### config.mk
export PLATFORM = sky130hd
export DESIGN_NAME = sga_dim_unit
export DESIGN_NICKNAME = d
export VERILOG_FILES = /design/src/sv/assert_macros.svh /design/src/sv/sga_pkg.sv /design/src/sv/sga_dim_unit.sv
export SDC_FILE = /design/constraint.sdc
export NUM_CORES = 2
export LEC_CHECK = 0
export BUFFER_PORTS_ARGS = -buffer_cell sky130_fd_sc_hd__buf_4
export CORE_MARGIN = 2
export CORE_UTILIZATION = 48
export DETAILED_ROUTE_END_ITERATION = 8
export GPL_ROUTABILITY_DRIVEN = 0
export GPL_TIMING_DRIVEN = 0
export PLACE_DENSITY = 0.69
export SYNTH_ARGS = -nofsm -noshare
export SYNTH_HDL_FRONTEND = slang
export SYNTH_SLANG_ARGS = --single-unit
### constraint.sdc
create_clock -name clk -period 17.9 [get_ports clk]
set_input_delay 0 -clock clk [delete_from_list [all_inputs] [get_ports clk]]
set_output_delay 0 -clock clk [all_outputs]
set_load 0.005 [all_outputs]
### src/sv/assert_macros.svh
// assertion macros for the rtl files
// depends on nothing; each file that asserts includes it
`ifndef ASSERT_MACROS_SVH
`define ASSERT_MACROS_SVH

// clocked implication, disabled while in reset
`define ASSERT_IMPLY(label, clk, rst_n, lhs, rhs, msg) \
    label: assert property (@(posedge clk) disable iff (!rst_n) (lhs) |-> (rhs)) \
        else $error(msg);

// clocked implication checked in the following cycle
`define ASSERT_NEXT(label, clk, rst_n, lhs, rhs, msg) \
    label: assert property (@(posedge clk) disable iff (!rst_n) (lhs) |=> (rhs)) \
        else $error(msg);

`endif

### src/sv/sga_pkg.sv
// types and constants of the strided gather address generator
// depends on nothing
package sga_pkg;

    localparam int LIN_BITS      = 32;
    localparam int DIV_STEP_BITS = 4;
    localparam int CFG_IDX_BITS  = 3;
    localparam int CFG_DATA_BITS = 64;

    typedef enum logic [CFG_IDX_BITS-1:0] {
        CFG_RANK          = 3'd0,
        CFG_SHAPE         = 3'd1,
        CFG_STRIDE        = 3'd2,
        CFG_BASE_OFFSET   = 3'd3,
        CFG_ELEMENT_COUNT = 3'd4
    } cfg_index_t;

    typedef struct packed {
        logic [LIN_BITS-1:0] lin;
        logic                beyond;
    } item_t;

endpackage

### src/sv/sga_dim_unit.sv
// one dimension: pipelined divide by the dimension size, then digit times stride, accumulate
// depends on sga_pkg
module sga_dim_unit #(
    parameter int DIM_BITS = 16,
    parameter int SUM_BITS = 35
) (
    input  logic                          clk,
    input  logic                          rst_n,
    input  logic                          advance,
    input  logic                          in_valid,
    input  sga_pkg::item_t                in_item,
    input  logic [sga_pkg::LIN_BITS-1:0]  in_rem,
    input  logic [SUM_BITS-1:0]           in_sum,
    input  logic [DIM_BITS-1:0]           divisor,
    input  logic [DIM_BITS-1:0]           stride,
    output logic                          out_valid,
    output sga_pkg::item_t                out_item,
    output logic [sga_pkg::LIN_BITS-1:0]  out_rem,
    output logic [SUM_BITS-1:0]           out_sum
);

    localparam int NS = sga_pkg::LIN_BITS / sga_pkg::DIV_STEP_BITS;
    localparam int LB = sga_pkg::LIN_BITS;

    logic                v_reg    [NS];
    sga_pkg::item_t      item_reg [NS];
    logic [DIM_BITS-1:0] r_reg    [NS];
    logic [LB-1:0]       q_reg    [NS];
    logic [SUM_BITS-1:0] sum_reg  [NS];

    logic                v_next    [NS];
    sga_pkg::item_t      item_next [NS];
    logic [DIM_BITS-1:0] r_next    [NS];
    logic [LB-1:0]       q_next    [NS];
    logic [SUM_BITS-1:0] sum_next  [NS];

    logic                mv_reg;
    sga_pkg::item_t      mitem_reg;
    logic [LB-1:0]       mq_reg;
    logic [SUM_BITS-1:0] msum_reg;
    logic [2*DIM_BITS-1:0] prod_reg;

    logic                av_reg;
    sga_pkg::item_t      aitem_reg;
    logic [LB-1:0]       aq_reg;
    logic [SUM_BITS-1:0] asum_reg;

    always_comb
    begin
        for (int s = 0; s < NS; s++)
        begin
            logic [DIM_BITS:0] t;
            logic [DIM_BITS-1:0] r;
            logic [LB-1:0] q;
            if (s == 0)
            begin
                v_next[s]    = in_valid;
                item_next[s] = in_item;
                r            = '0;
                q            = in_rem;
                sum_next[s]  = in_sum;
            end
            else
            begin
                v_next[s]    = v_reg[s-1];
                item_next[s] = item_reg[s-1];
                r            = r_reg[s-1];
                q            = q_reg[s-1];
                sum_next[s]  = sum_reg[s-1];
            end
            for (int k = 0; k < sga_pkg::DIV_STEP_BITS; k++)
            begin
                t = {r, q[LB-1]};
                q = {q[LB-2:0], 1'b0};
                if (t >= {1'b0, divisor})
                begin
                    t    = t - {1'b0, divisor};
                    q[0] = 1'b1;
                end
                r = t[DIM_BITS-1:0];
            end
            r_next[s] = r;
            q_next[s] = q;
        end
    end

    always_ff @(posedge clk or negedge rst_n)
    begin
        if (!rst_n)
        begin
            for (int s = 0; s < NS; s++)
            begin
                v_reg[s] <= 1'b0;
            end
            mv_reg <= 1'b0;
            av_reg <= 1'b0;
        end
        else if (advance)
        begin
            for (int s = 0; s < NS; s++)
            begin
                v_reg[s] <= v_next[s];
            end
            mv_reg <= v_reg[NS-1];
            av_reg <= mv_reg;
        end
    end

    always_ff @(posedge clk)
    begin
        if (advance)
        begin
            for (int s = 0; s < NS; s++)
            begin
                item_reg[s] <= item_next[s];
                r_reg[s]    <= r_next[s];
                q_reg[s]    <= q_next[s];
                sum_reg[s]  <= sum_next[s];
            end
            mitem_reg <= item_reg[NS-1];
            mq_reg    <= q_reg[NS-1];
            msum_reg  <= sum_reg[NS-1];
            prod_reg  <= r_reg[NS-1] * stride;
            aitem_reg <= mitem_reg;
            aq_reg    <= mq_reg;
            asum_reg  <= msum_reg + SUM_BITS'(prod_reg);
        end
    end

    assign out_valid = av_reg;
    assign out_item  = aitem_reg;
    assign out_rem   = aq_reg;
    assign out_sum   = asum_reg;

endmodule

==> Flow_metrics.wiki <==
{| class="wikitable"
! Metric !! Value
|-
| Mean number of vias per cell || 5.55
|-
| Setup repair after global routing missed its margin || no
|-
| CTS tree || yes
|-
| Fmax || 0.0737 GHz
|-
| Floorplan row count || 142
|-
| Area of combinational cells with multiple inputs || 35400 um2
|-
| Average cell area after synthesis || 11.9 um2
|-
| Inserted Clock Buffers || 132
|-
| I/O pin count || 237
|-
| Filler Cells Inserted || 12500
|-
| Die Footprint || roughly 150000 um2
|-
| Number of flip-flops under the largest register name || 280
|-
| Startpoint of the most critical register-to-register path || r_reg[0][48]$_DFFE_PP_
|-
| Cell types with the highest counts after synthesis || sky130_fd_sc_hd__edfxtp_1, sky130_fd_sc_hd__ha_1, sky130_fd_sc_hd__nand2_1
|-
| HPWL reported at the end of detailed placement || around 110 mm
|-
| Seq cells post-synth || 1170
|-
| Die Span Y || 393 um
|-
| Final setup TNS || 0 ps
|-
| Destination of the worst hold path || q_reg[0][3]$_DFFE_PP_
|-
| Die width || 393 um
|-
| Nets@finish || 7679
|-
| Synth-to-Final Area Change || 15.3%
|-
| Met2 layer wire length in the routed design || 75.8 mm
|-
| Portion of the post-synthesis area used by sequential elements || 48.3%
|-
| Global-route wire length before repair || 248 mm
|-
| Met3 WL post-DR || 7.56 mm
|-
| Cells taking the most area after synthesis || sky130_fd_sc_hd__edfxtp_1, sky130_fd_sc_hd__ha_1, sky130_fd_sc_hd__fa_1
|-
| Top cell by count, worst path || sky130_fd_sc_hd__clkbuf_1
|-
| Cell with the most instances after synthesis || sky130_fd_sc_hd__edfxtp_1
|-
| Vias in the first global route || 47800
|-
| Vias post-DR || 48900
|-
| Max-cap violation count || 0
|-
| R2r endpoint || r_reg[1][11]$_DFFE_PP_
|-
| Endpoint required time on the critical path || 18380 ps
|-
| Start point of the worst min-delay path || divisor[8]
|-
| Worst Tran Pin Value || about 1100 ps
|-
| Number of buffer and inverter instances along the worst setup path || 12
|-
| Critical Path Max Stage Delay || 570 ps
|-
| Worst reg-to-reg setup slack || 4360 ps
|-
| Finish-stage setup viols || 0
|-
| Largest net degree at the start of global routing || 183
|-
| Clock-pin slew of the registers on the worst-case setup and hold paths || 50 ps
|-
| Type of the most critical hold path || in2reg
|-
| Number of antenna violations at the first check in global routing || 4
|-
| R2R cell count || between 40 and 50
|-
| Uppermost metal layer occupied by signal nets || met5
|-
| FF/Latch Area || 35100 um2
|-
| Number of synthesized flops with an enable pin || 1160
|-
| Endpoints failing hold || 0
|-
| Count of cell types in the netlist || 97
|-
| Largest clock skew in the final design || 30.8 ps
|-
| Warnings, synthesis || 0
|-
| Flip-flop cell with the highest count after synthesis || sky130_fd_sc_hd__edfxtp_1
|-
| Core region area || roughly 150000 um2
|-
| Met1 Routed Length || 68.4 mm
|-
| Number of port buffers || 236
|-
| Starting utilization of the core area || 48.4%
|-
| Synth Net Count || 7086
|-
| # clock sinks || 1170
|-
| Combined area of all synthesized cells || 72600 um2
|-
| Crit path capture type || flop
|-
| All-Layer GR Usage || around 20%
|-
| First-pass DRT Iterations || 6
|-
| Residual DRC count || 0
|-
| Post-synth ARST share || 0.855%
|-
| Total Routed Length || 157 mm
|-
| Standard cell with the maximum stage delay on the critical path || sky130_fd_sc_hd__mux2i_1
|-
| Count of cells along the worst hold path || 5
|-
| Area fraction of the dominant cell type after synthesis || 48.0%
|-
| Share of final-layout standard cells stronger than drive strength 1 || 11.3%
|-
| Number of DRC markers after the initial detailed-route iteration || 3147
|-
| Element type at the critical path start || input port
|-
| Insertion delay of the later-clocked pin in the worst-skew pair || 770 ps
|-
| Number of antenna-violating nets in the routed design || 0
|-
| Clock Tree Root || sky130_fd_sc_hd__clkbuf_16
|-
| Final Max Tran Viols || 0
|-
| Synth Instances || 6090
|-
| Buffers inserted during post-CTS setup optimization || 0
|-
| Maximum number of buffers from clock root to sink || 3
|-
| Critical path arrival || 14040 ps
|-
| CTS H-Tree Depth || 4
|-
| Total global routing overflow || 0
|-
| Largest fanout of any net on the critical path || 39
|-
| Final min period || 13560 ps
|-
| Final period util || 75.8%
|-
| Worst Path Class, Setup || in2reg
|-
| Outcome || complete, no violations
|-
| Post-detailed-route wirelength per cell || 17.8 um
|-
| Number of gates given a new drive strength after cts || 0
|-
| Cell type contributing the most total cell area after synthesis || sky130_fd_sc_hd__edfxtp_1
|-
| Worst slew margin || 28.9%
|-
| Top delay family on crit path || compound AO/OA/AOI/OAI gates
|}
[layer usage]
layer	global-route usage (%)	vias to the layer above
li1	-	23700
met3	3.04	335
met2	34.2	1256
met4	7.45	2
met5	0	-
met1	26.0	23500
[tightest hold or removal path, stage by stage]
cell	delay, ps
sky130_fd_sc_hd__buf_4	90
sky130_fd_sc_hd__nor4_1	40
sky130_fd_sc_hd__nand2_1	180
sky130_fd_sc_hd__nor3_1	90
sky130_fd_sc_hd__clkbuf_1	220
[area by class of cell]
class                   instances  area share, %
diodes                          4         0.0120
plain buffers                 101          0.504
clock buffers                 160           4.10
clock inverters                77           1.02
inverters                     463           2.08
multi-input cells            4356           42.2
flip-flops and latches       1170           41.9
well taps                    2016           3.01
repair buffers                459           5.12
[worst max path at each step]
stage / from / to / slack (ps) / cells after the start
6_report: divisor[1] / r_reg[1][11]$_DFFE_PP_ / 4340 / 50
5_1_grt: divisor[1] / r_reg[1][11]$_DFFE_PP_ / 3540 / 50
4_1_cts: divisor[1] / r_reg[1][11]$_DFFE_PP_ / 4670 / 50
3_5_place_dp: divisor[1] / r_reg[1][11]$_DFFE_PP_ / 3880 / 50
3_3_place_gp: divisor[1] / r_reg[1][11]$_DFFE_PP_ / 2250 / 49
2_1_floorplan: divisor[1] / r_reg[0][54]$_DFFE_PP_ / 5930 / 47
[cell usage in the layout, fill, tap and decap left out, drive strengths merged, types with 27 or more instances in the layout]
master | netlist | routed
nand2 | 465 | 465
buf | 24 | 281
o21bai | 55 | 55
o21a | 97 | 97
xor2 | 129 | 129
mux2 | 248 | 248
clkbuf | 77 | 237
inv | 463 | 476
o21ai | 272 | 272
nand4 | 74 | 74
xnor2 | 304 | 304
and2 | 118 | 118
ha | 634 | 634
nand3 | 100 | 100
nor2b | 80 | 80
a211oi | 37 | 37
nand2b | 51 | 51
edfxtp | 1160 | 1160
clkinv | 0 | 49
nor2 | 286 | 286
a21o | 189 | 189
a31oi | 34 | 34
o31ai | 30 | 30
nor3 | 76 | 76
o211ai | 27 | 27
fa | 226 | 226
and3 | 33 | 33
mux2i | 49 | 49
dlygate4sd3 | 0 | 202
a21oi | 391 | 391
[kinds of logic after synthesis]
group,share of synthesized area [%]
AND/OR/NAND/NOR,9.24
AO/OA/AOI/OAI,12.5
multiplexers,4.59
flip-flops,48.3
XOR/XNOR,5.22
adder cells (fa/ha/maj),17.2
buffers and inverters,2.97
[what timing repair did]
action                     4_1_cts  5_1_grt
hold buffers                   202        0
setup endpoints to repair        0        0
hold endpoints to repair       237        0
[per-stage QoR]
step	std cells	worst slack [ps]	hold slack, ps	utilization (%)	instance area [um2]
6_report	8806	4340	105	55.8	83700
2_1_floorplan	6090	5930	-296	-	72600
4_1_cts	8802	4670	10.2	55.8	83700
3_3_place_gp	8342	2250	-172	51.3	76900
3_5_place_dp	8363	3880	-167	51.6	77400
5_1_grt	8805	3540	91.5	55.8	83700
Power is not shown: default switching activity piles up to over one toggle a cycle in this logic, so the estimate is an artifact.
